$ cat config.mk
export PLATFORM = sky130hd
export DESIGN_NAME = adts_frame_splitter_unit_flat
export DESIGN_NICKNAME = d
export VERILOG_FILES = /design/src/sv/afs_pkg.sv /design/src/sv/afs_if.sv /design/src/sv/adts_frame_splitter_unit.sv /design/src/sv/afs_front.sv /design/src/sv/afs_queue.sv /design/src/sv/afs_back.sv /design/src/flat_wrapper.sv
export SDC_FILE = /design/constraint.sdc
export NUM_CORES = 1
export LEC_CHECK = 0
export ABC_AREA = 1
export BUFFER_PORTS_ARGS = -buffer_cell sky130_fd_sc_hd__buf_2
export CORE_MARGIN = 5
export CORE_UTILIZATION = 40
export CTS_CLUSTER_DIAMETER = 30
export CTS_CLUSTER_SIZE = 20
export DETAILED_ROUTE_END_ITERATION = 12
export GPL_TIMING_DRIVEN = 0
export SYNTH_ARGS = -nofsm -noshare
export SYNTH_HDL_FRONTEND = slang
export SYNTH_SLANG_ARGS = --single-unit
export TNS_END_PERCENT = 30
$ cat constraint.sdc
create_clock -name clk -period 5.5 [get_ports clk]
set_input_delay 1.1 -clock clk [delete_from_list [all_inputs] [get_ports clk]]
set_output_delay 1.1 -clock clk [all_outputs]
set_load 0.03 [all_outputs]
$ cat src/sv/afs_pkg.sv
// Shared types and constants of the ADTS frame splitter.
package afs_pkg;

    // Default width of byte positions inside the buffer.
    localparam int POSITION_BITS_DEF = 24;
    // Default depth of the queue between the parser and the result stage.
    localparam int QUEUE_DEPTH_DEF = 4;

    // Fixed widths of the channel fields.
    localparam int POS_FIELD_W = 24;
    localparam int LEN_FIELD_W = 13;

    // Sync pattern and header layout.
    localparam logic [7:0] SYNC_BYTE = 8'hFF;
    localparam logic [7:0] SYNC_MASK = 8'hF6;
    localparam logic [7:0] SYNC_VALUE = 8'hF0;
    localparam logic [7:0] LEN_HIGH_MASK = 8'h03;
    localparam logic [LEN_FIELD_W-1:0] MIN_FRAME = 13'd7;

    typedef enum logic [1:0] {
        KIND_FRAME   = 2'd0,
        KIND_ERROR   = 2'd1,
        KIND_SUMMARY = 2'd2
    } afs_kind_t;

    // One queue entry: the results that a single byte caused.
    typedef struct packed {
        logic                   has_frame;
        logic                   frame_err;
        logic [POS_FIELD_W-1:0] offset;
        logic [LEN_FIELD_W-1:0] length;
        logic                   has_sum;
        logic [POS_FIELD_W-1:0] total;
        logic                   ok;
    } afs_op_t;

    // One result item as it leaves the block.
    typedef struct packed {
        afs_kind_t              kind;
        logic [POS_FIELD_W-1:0] offset;
        logic [LEN_FIELD_W-1:0] length;
        logic [POS_FIELD_W-1:0] total;
        logic                   ok;
        logic                   last;
    } afs_result_t;

endpackage

$ cat src/sv/afs_if.sv
// Channel interfaces of the ADTS frame splitter: bytes in, results out, configuration.
interface afs_byte_if import afs_pkg::*; ();
    logic       valid;
    logic       ready;
    logic [7:0] data_byte;

    modport source (output valid, output data_byte, input ready);
    modport sink (input valid, input data_byte, output ready);
endinterface

interface afs_result_if import afs_pkg::*; ();
    logic                   valid;
    logic                   ready;
    logic [1:0]             result_kind;
    logic [POS_FIELD_W-1:0] frame_offset;
    logic [LEN_FIELD_W-1:0] frame_length;
    logic [POS_FIELD_W-1:0] frame_total;
    logic                   buffer_ok;
    logic                   last_result;

    modport source (output valid, output result_kind, output frame_offset,
                    output frame_length, output frame_total, output buffer_ok,
                    output last_result, input ready);
    modport sink (input valid, input result_kind, input frame_offset,
                  input frame_length, input frame_total, input buffer_ok,
                  input last_result, output ready);
endinterface

interface afs_cfg_if import afs_pkg::*; ();
    logic                   valid;
    logic                   ready;
    logic [POS_FIELD_W-1:0] buffer_length;

    modport source (output valid, output buffer_length, input ready);
    modport sink (input valid, input buffer_length, output ready);
endinterface

$ cat src/sv/adts_frame_splitter_unit.sv
// Top level of the ADTS frame splitter: parser, queue and result stage.
//
// The block splits a buffer of ADTS audio data into frames. Software first writes the
// buffer length on the cfg_write channel, which is always ready; a write also restarts
// the parse. The buffer's bytes then arrive in order on the bytes channel, one item per
// byte. Each frame whose header is sound yields a descriptor item (offset, length) on
// the results channel. A header with a length below seven or running past the buffer
// end yields an error item, and the rest of the buffer is only counted. The last byte
// yields a summary item with the frame count and an ok flag.
// Throughput is one byte per clock cycle: the parser takes a byte in every cycle that
// the queue has room and no length write is offered. A byte's entry is written into the
// queue when the byte is accepted; its result is then loaded into the output register
// once no earlier entry is ahead of it in the queue and the register is free.
// An entry that carries two results holds the result stage until both items are loaded.
// When the receiver stalls, the output register holds its item and the queue keeps
// taking the parser's entries; bytes stop being accepted once the queue is full, and
// also in a cycle in which a length write is offered, since that write restarts the parse.
// Reset clears the buffer length to zero, so bytes are accepted and dropped without
// any result until a length is written; the queue and output register come up empty.
module adts_frame_splitter_unit import afs_pkg::*; #(
    parameter int POSITION_BITS = POSITION_BITS_DEF,
    parameter int QUEUE_DEPTH = QUEUE_DEPTH_DEF
) (
    input  logic          clk,
    input  logic          rst_n,
    afs_cfg_if.sink       cfg_write,
    afs_byte_if.sink      bytes,
    afs_result_if.source  results
);

    // Parser to queue.
    logic    push;
    afs_op_t push_op;
    logic    q_full;

    // Queue to result stage.
    logic    pop;
    logic    head_valid;
    afs_op_t head_op;

    // The parser classifies each byte and pushes an entry whenever the byte
    // produced a descriptor, an error or the buffer summary.
    afs_front #(
        .POSITION_BITS(POSITION_BITS)
    ) u_front (
        .clk(clk),
        .rst_n(rst_n),
        .cfg_write(cfg_write),
        .bytes(bytes),
        .q_full(q_full),
        .push(push),
        .push_op(push_op)
    );

    // The queue decouples the parser from stalls of the result receiver.
    afs_queue #(
        .DEPTH(QUEUE_DEPTH)
    ) u_queue (
        .clk(clk),
        .rst_n(rst_n),
        .push(push),
        .push_op(push_op),
        .full(q_full),
        .pop(pop),
        .head_valid(head_valid),
        .head_op(head_op)
    );

    // The result stage turns each entry into one or two result items.
    afs_back u_back (
        .clk(clk),
        .rst_n(rst_n),
        .head_valid(head_valid),
        .head_op(head_op),
        .pop(pop),
        .results(results)
    );

`ifndef SYNTHESIS
    // The parser never pushes into a full queue.
    a_no_overflow: assert property (@(posedge clk) disable iff (!rst_n)
        push |-> !q_full)
        else $error("queue push while full");

    // The result stage pops only an entry that is present.
    a_pop_valid: assert property (@(posedge clk) disable iff (!rst_n)
        pop |-> head_valid)
        else $error("queue pop while empty");

    // A result that is not the last of its byte is followed by that byte's summary.
    a_split_entry: assert property (@(posedge clk) disable iff (!rst_n)
        (results.valid && results.ready && !results.last_result) |=>
        (results.valid && (results.result_kind == KIND_SUMMARY)))
        else $error("split entry not followed by its summary");

    // A summary without the ok flag reports no frames.
    a_summary_total: assert property (@(posedge clk) disable iff (!rst_n)
        (results.valid && (results.result_kind == KIND_SUMMARY) && !results.buffer_ok)
        |-> (results.frame_total == '0))
        else $error("frame total reported on a failed buffer");
`endif

endmodule

$ cat src/sv/afs_front.sv
// Byte parser of the ADTS frame splitter: sync hunt, header decode and frame skip.
module afs_front import afs_pkg::*; #(
    parameter int POSITION_BITS = POSITION_BITS_DEF
) (
    input  logic            clk,
    input  logic            rst_n,
    afs_cfg_if.sink         cfg_write,
    afs_byte_if.sink        bytes,
    input  logic            q_full,
    output logic            push,
    output afs_op_t         push_op
);

    localparam int PB = POSITION_BITS;
    localparam int P1W = PB + 1;
    localparam int CW = ((PB > LEN_FIELD_W) ? PB : LEN_FIELD_W) + 1;

    localparam logic [2:0] HDR_FIRST = 3'd2;
    localparam logic [2:0] HDR_LEN_HI = 3'd3;
    localparam logic [2:0] HDR_LEN_MID = 3'd4;
    localparam logic [2:0] HDR_LEN_LO = 3'd5;

    typedef enum logic [4:0] {
        PH_HUNT    = 5'b00001,
        PH_HUNT_FF = 5'b00010,
        PH_HEADER  = 5'b00100,
        PH_SKIP    = 5'b01000,
        PH_STOPPED = 5'b10000
    } phase_t;

    logic [POS_FIELD_W-1:0] cfg_len_reg, cfg_len_next;
    logic [PB-1:0]          pos_reg, pos_next;
    phase_t                 phase_reg, phase_next;
    logic [2:0]             hdr_idx_reg, hdr_idx_next;
    logic [LEN_FIELD_W-1:0] len_acc_reg, len_acc_next;
    logic [PB-1:0]          start_reg, start_next;
    logic [LEN_FIELD_W-1:0] skip_reg, skip_next;
    logic [POS_FIELD_W-1:0] found_reg, found_next;
    logic [PB-1:0]          resume_reg, resume_next;

    logic [PB-1:0]          len_buf;
    logic [7:0]             b;
    logic                   in_fire;
    logic                   at_end;
    logic                   start_fits;
    logic [LEN_FIELD_W-1:0] flen;
    logic                   flen_bad;
    logic [LEN_FIELD_W-1:0] skip_dec;
    logic                   restart;
    logic                   ok;
    afs_op_t                op;

    assign cfg_write.ready = 1'b1;
    // A length write restarts the parse, so no byte is taken in the same cycle.
    assign bytes.ready = !q_full && !cfg_write.valid;
    assign in_fire = bytes.valid && bytes.ready;
    assign b = bytes.data_byte;
    assign len_buf = PB'(cfg_len_reg);

    assign at_end = ({1'b0, pos_reg} + P1W'(1)) >= {1'b0, len_buf};
    assign start_fits = ({1'b0, pos_reg} + P1W'(MIN_FRAME - 13'd1)) <= {1'b0, len_buf};
    assign flen = len_acc_reg | {10'd0, b[7:5]};
    assign flen_bad = (flen < MIN_FRAME) ||
                      ((CW'(flen) + CW'(start_reg)) > CW'(len_buf));
    assign skip_dec = (skip_reg != '0) ? (skip_reg - 13'd1) : skip_reg;

    always_comb
    begin
        cfg_len_next = cfg_len_reg;
        pos_next = pos_reg;
        phase_next = phase_reg;
        hdr_idx_next = hdr_idx_reg;
        len_acc_next = len_acc_reg;
        start_next = start_reg;
        skip_next = skip_reg;
        found_next = found_reg;
        resume_next = resume_reg;
        restart = 1'b0;
        ok = 1'b0;
        op = '0;

        if (cfg_write.valid)
        begin
            cfg_len_next = cfg_write.buffer_length;
            restart = 1'b1;
        end
        else if (in_fire && (len_buf != '0))
        begin
            unique case (phase_reg)
                PH_HUNT:
                begin
                    if (b == SYNC_BYTE)
                    begin
                        phase_next = PH_HUNT_FF;
                    end
                end
                PH_HUNT_FF:
                begin
                    if (((b & SYNC_MASK) == SYNC_VALUE) && (pos_reg != '0) && start_fits)
                    begin
                        start_next = pos_reg - PB'(1);
                        hdr_idx_next = HDR_FIRST;
                        len_acc_next = '0;
                        phase_next = PH_HEADER;
                    end
                    else if (b != SYNC_BYTE)
                    begin
                        phase_next = PH_HUNT;
                    end
                end
                PH_HEADER:
                begin
                    case (hdr_idx_reg)
                        HDR_LEN_HI:
                        begin
                            len_acc_next = {b[1:0] & LEN_HIGH_MASK[1:0], 11'd0};
                        end
                        HDR_LEN_MID:
                        begin
                            len_acc_next = len_acc_reg | {2'd0, b, 3'd0};
                        end
                        HDR_LEN_LO:
                        begin
                            len_acc_next = flen;
                            op.has_frame = 1'b1;
                            op.offset = POS_FIELD_W'(start_reg);
                            op.length = flen;
                            if (flen_bad)
                            begin
                                op.frame_err = 1'b1;
                                phase_next = PH_STOPPED;
                            end
                            else
                            begin
                                found_next = found_reg + 24'd1;
                                resume_next = PB'(CW'(start_reg) + CW'(flen));
                                skip_next = flen - (MIN_FRAME - 13'd1);
                                phase_next = PH_SKIP;
                            end
                        end
                        default:
                        begin
                        end
                    endcase
                    hdr_idx_next = hdr_idx_reg + 3'd1;
                end
                PH_SKIP:
                begin
                    skip_next = skip_dec;
                    if (skip_dec == '0)
                    begin
                        phase_next = PH_HUNT;
                    end
                end
                PH_STOPPED:
                begin
                end
                default:
                begin
                    phase_next = PH_HUNT;
                end
            endcase

            if (at_end)
            begin
                ok = ((phase_next == PH_HUNT) || (phase_next == PH_HUNT_FF)) &&
                     (resume_next == len_buf);
                op.has_sum = 1'b1;
                op.ok = ok;
                op.total = ok ? found_next : '0;
                restart = 1'b1;
            end
            else
            begin
                pos_next = pos_reg + PB'(1);
            end
        end

        if (restart)
        begin
            pos_next = '0;
            phase_next = PH_HUNT;
            hdr_idx_next = '0;
            len_acc_next = '0;
            start_next = '0;
            skip_next = '0;
            found_next = '0;
            resume_next = '0;
        end
    end

    assign push = op.has_frame || op.has_sum;
    assign push_op = op;

    always_ff @(posedge clk or negedge rst_n)
    begin
        if (!rst_n)
        begin
            cfg_len_reg <= '0;
            pos_reg <= '0;
            phase_reg <= PH_HUNT;
            hdr_idx_reg <= '0;
            len_acc_reg <= '0;
            start_reg <= '0;
            skip_reg <= '0;
            found_reg <= '0;
            resume_reg <= '0;
        end
        else
        begin
            cfg_len_reg <= cfg_len_next;
            pos_reg <= pos_next;
            phase_reg <= phase_next;
            hdr_idx_reg <= hdr_idx_next;
            len_acc_reg <= len_acc_next;
            start_reg <= start_next;
            skip_reg <= skip_next;
            found_reg <= found_next;
            resume_reg <= resume_next;
        end
    end

endmodule

$ cat src/sv/afs_queue.sv
// Small FIFO of parsed operations between the parser and the result stage.
module afs_queue import afs_pkg::*; #(
    parameter int DEPTH = QUEUE_DEPTH_DEF
) (
    input  logic    clk,
    input  logic    rst_n,
    input  logic    push,
    input  afs_op_t push_op,
    output logic    full,
    input  logic    pop,
    output logic    head_valid,
    output afs_op_t head_op
);

    localparam int PTR_W = (DEPTH > 1) ? $clog2(DEPTH) : 1;
    localparam int CNT_W = $clog2(DEPTH + 1);

    afs_op_t            mem [DEPTH];
    logic [PTR_W-1:0]   wr_ptr_reg, wr_ptr_next;
    logic [PTR_W-1:0]   rd_ptr_reg, rd_ptr_next;
    logic [CNT_W-1:0]   count_reg, count_next;
    logic               do_push;
    logic               do_pop;

    assign full = (count_reg == CNT_W'(DEPTH));
    assign head_valid = (count_reg != '0);
    assign head_op = mem[rd_ptr_reg];
    assign do_push = push && !full;
    assign do_pop = pop && head_valid;

    always_comb
    begin
        wr_ptr_next = wr_ptr_reg;
        rd_ptr_next = rd_ptr_reg;
        count_next = count_reg;
        if (do_push)
        begin
            wr_ptr_next = (wr_ptr_reg == PTR_W'(DEPTH - 1)) ? '0 : wr_ptr_reg + PTR_W'(1);
        end
        if (do_pop)
        begin
            rd_ptr_next = (rd_ptr_reg == PTR_W'(DEPTH - 1)) ? '0 : rd_ptr_reg + PTR_W'(1);
        end
        if (do_push && !do_pop)
        begin
            count_next = count_reg + CNT_W'(1);
        end
        else if (do_pop && !do_push)
        begin
            count_next = count_reg - CNT_W'(1);
        end
    end

    always_ff @(posedge clk)
    begin
        if (do_push)
        begin
            mem[wr_ptr_reg] <= push_op;
        end
    end

    always_ff @(posedge clk or negedge rst_n)
    begin
        if (!rst_n)
        begin
            wr_ptr_reg <= '0;
            rd_ptr_reg <= '0;
            count_reg <= '0;
        end
        else
        begin
            wr_ptr_reg <= wr_ptr_next;
            rd_ptr_reg <= rd_ptr_next;
            count_reg <= count_next;
        end
    end

endmodule

$ cat src/sv/afs_back.sv
// Result stage: expands queued operations into result items behind an output register.
module afs_back import afs_pkg::*; (
    input  logic        clk,
    input  logic        rst_n,
    input  logic        head_valid,
    input  afs_op_t     head_op,
    output logic        pop,
    afs_result_if.source results
);

    logic        out_valid_reg, out_valid_next;
    afs_result_t out_reg, out_next;
    logic        sum_pend_reg, sum_pend_next;
    logic        load;
    afs_result_t desc_item;
    afs_result_t sum_item;

    assign load = !out_valid_reg || results.ready;

    always_comb
    begin
        desc_item.kind = head_op.frame_err ? KIND_ERROR : KIND_FRAME;
        desc_item.offset = head_op.offset;
        desc_item.length = head_op.length;
        desc_item.total = '0;
        desc_item.ok = 1'b0;
        desc_item.last = !head_op.has_sum;

        sum_item.kind = KIND_SUMMARY;
        sum_item.offset = '0;
        sum_item.length = '0;
        sum_item.total = head_op.total;
        sum_item.ok = head_op.ok;
        sum_item.last = 1'b1;
    end

    always_comb
    begin
        out_valid_next = out_valid_reg;
        out_next = out_reg;
        sum_pend_next = sum_pend_reg;
        pop = 1'b0;

        if (load)
        begin
            out_valid_next = head_valid;
            if (head_valid)
            begin
                if (sum_pend_reg || !head_op.has_frame)
                begin
                    // Second half of a split entry, or an entry with a summary only.
                    out_next = sum_item;
                    sum_pend_next = 1'b0;
                    pop = 1'b1;
                end
                else
                begin
                    out_next = desc_item;
                    sum_pend_next = head_op.has_sum;
                    pop = !head_op.has_sum;
                end
            end
        end
    end

    always_ff @(posedge clk)
    begin
        out_reg <= out_next;
    end

    always_ff @(posedge clk or negedge rst_n)
    begin
        if (!rst_n)
        begin
            out_valid_reg <= 1'b0;
            sum_pend_reg <= 1'b0;
        end
        else
        begin
            out_valid_reg <= out_valid_next;
            sum_pend_reg <= sum_pend_next;
        end
    end

    assign results.valid = out_valid_reg;
    assign results.result_kind = out_reg.kind;
    assign results.frame_offset = out_reg.offset;
    assign results.frame_length = out_reg.length;
    assign results.frame_total = out_reg.total;
    assign results.buffer_ok = out_reg.ok;
    assign results.last_result = out_reg.last;

endmodule
$ cat src/flat_wrapper.sv
// flat-port wrapper written by rule: the top's interface ports become plain ports
module adts_frame_splitter_unit_flat import afs_pkg::*;
#(
    parameter int POSITION_BITS = POSITION_BITS_DEF,
    parameter int QUEUE_DEPTH = QUEUE_DEPTH_DEF
)
  (clk, rst_n, cfg_write_valid, cfg_write_buffer_length, cfg_write_ready, bytes_valid, bytes_data_byte, bytes_ready, results_valid, results_result_kind, results_frame_offset, results_frame_length, results_frame_total, results_buffer_ok, results_last_result, results_ready);
  afs_cfg_if cfg_write_i ();
  afs_byte_if bytes_i ();
  afs_result_if results_i ();
  input  logic clk;
  input  logic rst_n;
  input wire logic [$bits(cfg_write_i.valid)-1:0] cfg_write_valid;
  input wire logic [$bits(cfg_write_i.buffer_length)-1:0] cfg_write_buffer_length;
  output wire logic [$bits(cfg_write_i.ready)-1:0] cfg_write_ready;
  input wire logic [$bits(bytes_i.valid)-1:0] bytes_valid;
  input wire logic [$bits(bytes_i.data_byte)-1:0] bytes_data_byte;
  output wire logic [$bits(bytes_i.ready)-1:0] bytes_ready;
  output wire logic [$bits(results_i.valid)-1:0] results_valid;
  output wire logic [$bits(results_i.result_kind)-1:0] results_result_kind;
  output wire logic [$bits(results_i.frame_offset)-1:0] results_frame_offset;
  output wire logic [$bits(results_i.frame_length)-1:0] results_frame_length;
  output wire logic [$bits(results_i.frame_total)-1:0] results_frame_total;
  output wire logic [$bits(results_i.buffer_ok)-1:0] results_buffer_ok;
  output wire logic [$bits(results_i.last_result)-1:0] results_last_result;
  input wire logic [$bits(results_i.ready)-1:0] results_ready;
  assign cfg_write_i.valid = cfg_write_valid;
  assign cfg_write_i.buffer_length = cfg_write_buffer_length;
  assign cfg_write_ready = cfg_write_i.ready;
  assign bytes_i.valid = bytes_valid;
  assign bytes_i.data_byte = bytes_data_byte;
  assign bytes_ready = bytes_i.ready;
  assign results_valid = results_i.valid;
  assign results_result_kind = results_i.result_kind;
  assign results_frame_offset = results_i.frame_offset;
  assign results_frame_length = results_i.frame_length;
  assign results_frame_total = results_i.frame_total;
  assign results_buffer_ok = results_i.buffer_ok;
  assign results_last_result = results_i.last_result;
  assign results_i.ready = results_ready;
  adts_frame_splitter_unit #(.POSITION_BITS(POSITION_BITS), .QUEUE_DEPTH(QUEUE_DEPTH)) u_core (.clk(clk), .rst_n(rst_n), .cfg_write(cfg_write_i), .bytes(bytes_i), .results(results_i));
endmodule
Yosys cells after proc, flatten, opt, wreduce, memory -nomap -nowiden --
Memory sizes are Yosys's and may differ from the RTL's. Index checks and enable logic that the tools add are counted.
Storage, ports and cells: word-level logic and storage cells 177, flip-flop bits (word level) 228, bits in writable memories 260, memories 1, input bits 37
Cells by class: bitwise logic cells 2, eq/ne operators 23, mux-type cells 74, order comparisons 4, reductions and logical operators 40, add/subtract/negate cells 13
Memory list:
- u_core.u_queue.mem | depth 4, width 65, read ports 1, clocked after Yosys merged registers in 0, wr ports 1, RTL line afs_queue.sv:18 | afs_op_t mem [DEPTH];
Operators with widths (number):
- 2-to-1 mux 24 bit | 24
- 2-to-1 mux 13 bit | 10
- 2-to-1 mux 65 bit | 2
- 2-to-1 mux 39 bit | 2
- 2-to-1 mux 5 bit | 11
- one-hot mux 13 bit (2 select lines) | 2
- adder 24 x 1 -> 24 bit, second input constant | 2
- nonzero test 24 bit | 2
- one-hot mux 13 bit (3 select lines) | 1
- 2-to-1 mux 26 bit | 1
- adder 24 x 1 -> 25 bit, second input constant | 1
- adder 24 x 13 -> 25 bit | 1
- adder 24 x 3 -> 25 bit, second input constant | 1
- greater-or-equal comparator 25 x 24 -> 1 bit | 1
- > comparator 25 x 24 -> 1 bit | 1
- less-or-equal comparator 25 x 24 -> 1 bit | 1
- one-hot mux 5 bit (5 select lines) | 1
- == test 24 bit | 1
- subtractor 24 x 1 -> 24 bit, second input constant | 1
- 2-to-1 mux 3 bit | 6
- zero test 13 bit | 1
- < comparator 13 x 3 -> 1 bit, second input constant | 1
- OR 13 x 11 -> 13 bit | 1
- OR 13 x 3 -> 13 bit | 1
- other kinds (32) | 80

Longest topological paths before layout --
depth in word-level cells 22, mapped depth 36, gate-level depth less buffers 34

By module --
From an unflattened synthesis, not the netlist that was laid out.
Second synthesis, totals: cells, all modules 2835, area total of the unflattened synthesis 26206.4 um2
By module, submodules not included:
- afs_front | area each 12719.7 um2, instances 1, cells each 1802, seq. area each 3854.9 um2
- afs_queue | area each 10886.7 um2, instances 1, cells each 818, seq. area each 7982.7 um2
- afs_back | area each 2600.0 um2, instances 1, cells each 215, seq. area each 2001.9 um2

Least setup slack after synthesis --
Ideal clock, no wire load.
path kind flip-flop to flip-flop, start reg u_core.u_front.pos_reg[18], end mem u_core.u_queue.mem[0][0] in the netlist's numbering (enable), clock period less this slack 5920 ps, data arrival time 5432 ps, required time 5012 ps, setup slack -420 ps, cell stages (with the launch flop) 17, path through dfrtp_1 > clkbuf_2 > inv_1 > nor3_1 > inv_1 > nor3_1 > or3b_2 > xor2_1 > ha_1 > nand2_1 > nor3_1 > nand3_1 > nand4_1 > nand2_1 > inv_1 > nor2_1 > nor2_1
RTL lines:
- from (decl) | RTL line afs_front.sv:32 | logic [PB-1:0] pos_reg, pos_next;
- from (signal assigned) | RTL line afs_front.sv:212 | pos_reg <= pos_next;
- to (decl) | RTL line afs_queue.sv:18

==> run metrics <==
outcome finished clean; Core ar. 0.0630 mm2; Peak VDD IR 0.377 mV; Primary FF master, synth edfxtp_1; wire length per cell 20.0 um; synthesized area 0.0254 mm2; critical path class in -> reg; Fillers 5783; die width 262 um; DR vias/cell 5.29; min setup slack post-route 0.130 ns; area delta synth->final 24.0%; Pwr Density 485 mW/mm2; overall routing resource usage 22.7%; Setup crit start kind input pin; Biggest register u_core.u_queue.mem; htree depth 3; Clock Sinks 488; slew at the pin with the worst max-slew slack 1.02 ns; initial antenna violation count 1; Slew HR 31.8%; Initial Util 40.3%; Commonest cells post-synth nand2_1, nor2_1, edfxtp_1; Syn Area/Cell 9.13 um2; CP arrival 5.86 ns; final WL 79.1 mm; DRC 0; DRT met1 WL 32.7 mm; TritonCTS Buffers 104; WL met2 37.7 mm; Final period util 97.6%; DP HPWL 57.4 mm; setup violation total in the final timing report 0; dominant cell by count in the synthesized netlist nand2_1; leakage power 13.6 nW; largest family of logic cells by synthesized area simple AND/OR/NAND/NOR gates; Final Max Tran Viols 0; asr flop ratio synth 33.4%; slowest stage delay, CP 0.39 ns; IO buf count 103; register area share after synthesis 54.5%; Clock Tree Root clkbuf_16; clk slew on worst S/H paths 0.05 ns; gpl congestion 0.940; top area cells in the synthesized netlist edfxtp_1, dfrtp_1, nand2_1, nor2_1, o21ai_0; Post-Synth Simple-Gate Area 19.7%; CTS tree done; row cnt 92; non-filler cells, final 3955; nets@finish 3163; most frequent CP cell nand2_1; YS warnings 0; largest area contributor in the synthesized netlist edfxtp_1; DR top layer met5; share of the synthesized area in the top cell type 38.4%; Antenna Cells 0; CP required 5.99 ns; iteration count of the initial detailed-routing pass 6; IO Pins 105; max cap viols 0; Yosys cell types 61; Compound-Gate Fraction of Synth Area 10.8%; clock buffer depth 3; placed insts 3741; max reg flops 260; Die Y 262 um; Hold Path Class in -> async; Synth Register Bits 488; via count 20900; final core area utilization 50.0%; worst-skew pair later-pin latency 0.66 ns; Final ANT Viol Nets 0; RR Endpoint u_core.u_queue.mem[3][12]; Crit. End Element flop; Reg2Reg Depth 36; Hold Vio Cnt, Final 0; vias in the first global route 20500; initial drt markers 1663; clk_skew 0.0573 ns; R2R setup slack 0.30 ns; number of synthesized flops with an enable pin 325; Tmin final 5.37 ns; Synthesized Nets 2924; pre-CTS setup slack -1.52 ns; Post-Synth XOR/XNOR Area 3.31%; Reg area 0.0138 mm2; Multi-input gate area 0.0103 mm2; share of layout cells above drive strength 1 13.2%; Post-Synthesis Cells 2782; Max Freq 0.186 GHz; die area 0.0686 mm2; worst r2r src u_core.u_front.len_acc_reg[0]; maximum number of pins on one net before global-route repair 103; wire length on met3 5.42 mm; Overflow after GRT 0; worst-path fanout max 9; Slowest cell on crit path fa_1; mux cell area share after synthesis 0.0838%; first-pass GRT wire length 120 mm; adder-cell share of the synthesized area 5.23%
-- layout make-up --
type	instances	area share, %
flip-flops and latches	488	44.0
multi-input cells	1880	32.7
clock buffers	131	8.94
inverters	309	3.69
well taps	846	3.36
repair buffers	132	2.93
clock inverters	63	2.91
plain buffers	106	1.52
-- repair_timing --
action | in CTS | in global routing
endpoints found under the hold margin | 0 | 0
endpoints found under the setup margin | 129 | 150
pin swaps | 2 | 13
buffers inserted | 4 | 13
cloned | 1 | 2
hold buffers | 0 | 0
resized for setup | 31 | 48
-- per-layer routing --
metal,vias to the layer above,global-route usage (%)
li1,9948,-
met1,10000,29.7
met2,785,37.7
met3,188,3.72
met4,2,9.70
met5,-,0
-- cells in the final DEF, fill, tap and decap left out, types with 9 or more instances in the layout --
| cell | count |
|---|---|
| o21ai_1 | 9 |
| nand2_1 | 467 |
| nand4_1 | 59 |
| xor2_1 | 80 |
| inv_2 | 10 |
| a22o_1 | 15 |
| nand3_1 | 117 |
| clkbuf_8 | 11 |
| clkinv_2 | 15 |
| buf_2 | 112 |
| bufinv_16 | 19 |
| o21ai_0 | 268 |
| clkbuf_1 | 92 |
| o22ai_1 | 63 |
| buf_4 | 18 |
| edfxtp_1 | 325 |
| clkbuf_16 | 106 |
| buf_12 | 12 |
| dfrtp_1 | 162 |
| o211ai_1 | 11 |
| nor3_1 | 36 |
| ha_1 | 100 |
| a21oi_1 | 99 |
| nor2_4 | 30 |
| nor2_1 | 415 |
| clkinv_1 | 14 |
| inv_1 | 296 |
| nor4_1 | 22 |
-- cell families (layout without fill, tap and decap cells) --
group / count (synthesis) / count (layout)
simple gates: 1178 / 1179
compound gates: 497 / 497
mux: 2 / 2
other cells: 1 / 1
xor+xnor: 96 / 96
flops: 488 / 488
fa+ha+maj: 105 / 105
buf+inv: 415 / 741
-- report_power, final --
group | switching, W | total (W) | leakage, nW | internal, W
sequential | 0.000209 | 0.00461 | 5.46 | 0.00440
clock | 0.00206 | 0.00656 | 1.80 | 0.00450
combinational | 0.00296 | 0.00409 | 6.36 | 0.00113
-- worst max-delay path, delay by kind of cell --
kind                     cells  cell delay, ns
AO/OA/AOI/OAI                3            0.35
adder cells (fa/ha/maj)      3            0.90
AND/OR/NAND/NOR             20            2.01
XOR/XNOR                     1            0.35
buffers and inverters       10            1.16
-- worst max-delay path by stage --
stage,end,startpoint,cells after the start
floorplan,u_core.u_queue.mem[0][0],u_core.u_front.pos_reg[18],16
global placement,u_core.u_queue.mem[0][46],u_core.u_front.pos_reg[4],19
detailed placement,u_core.u_queue.mem[0][24],bytes_data_byte[6],24
CTS,u_core.u_queue.mem[2][22],bytes_data_byte[5],35
global route,u_core.u_queue.mem[1][13],bytes_data_byte[5],35
finish,u_core.u_queue.mem[3][12],bytes_data_byte[5],37
-- through the flow --
step | cell area (um2) | TNS (ns) | hold WS, ns | total power (W)
4_1_cts | 31100 | -0.212 | 0.424 | 0.0153
2_1_floorplan | 25400 | -109.22 | 0.450 | 0.00728
3_3_place_gp | 27000 | -1116.49 | 0.465 | 0.00861
3_5_place_dp | 27200 | -166.70 | 0.477 | 0.00867
5_1_grt | 31500 | -2.81 | 0.463 | 0.0160
6_report | 31500 | 0 | 0.443 | 0.0153
No activity file was read; power rests on OpenSTA's default activity.
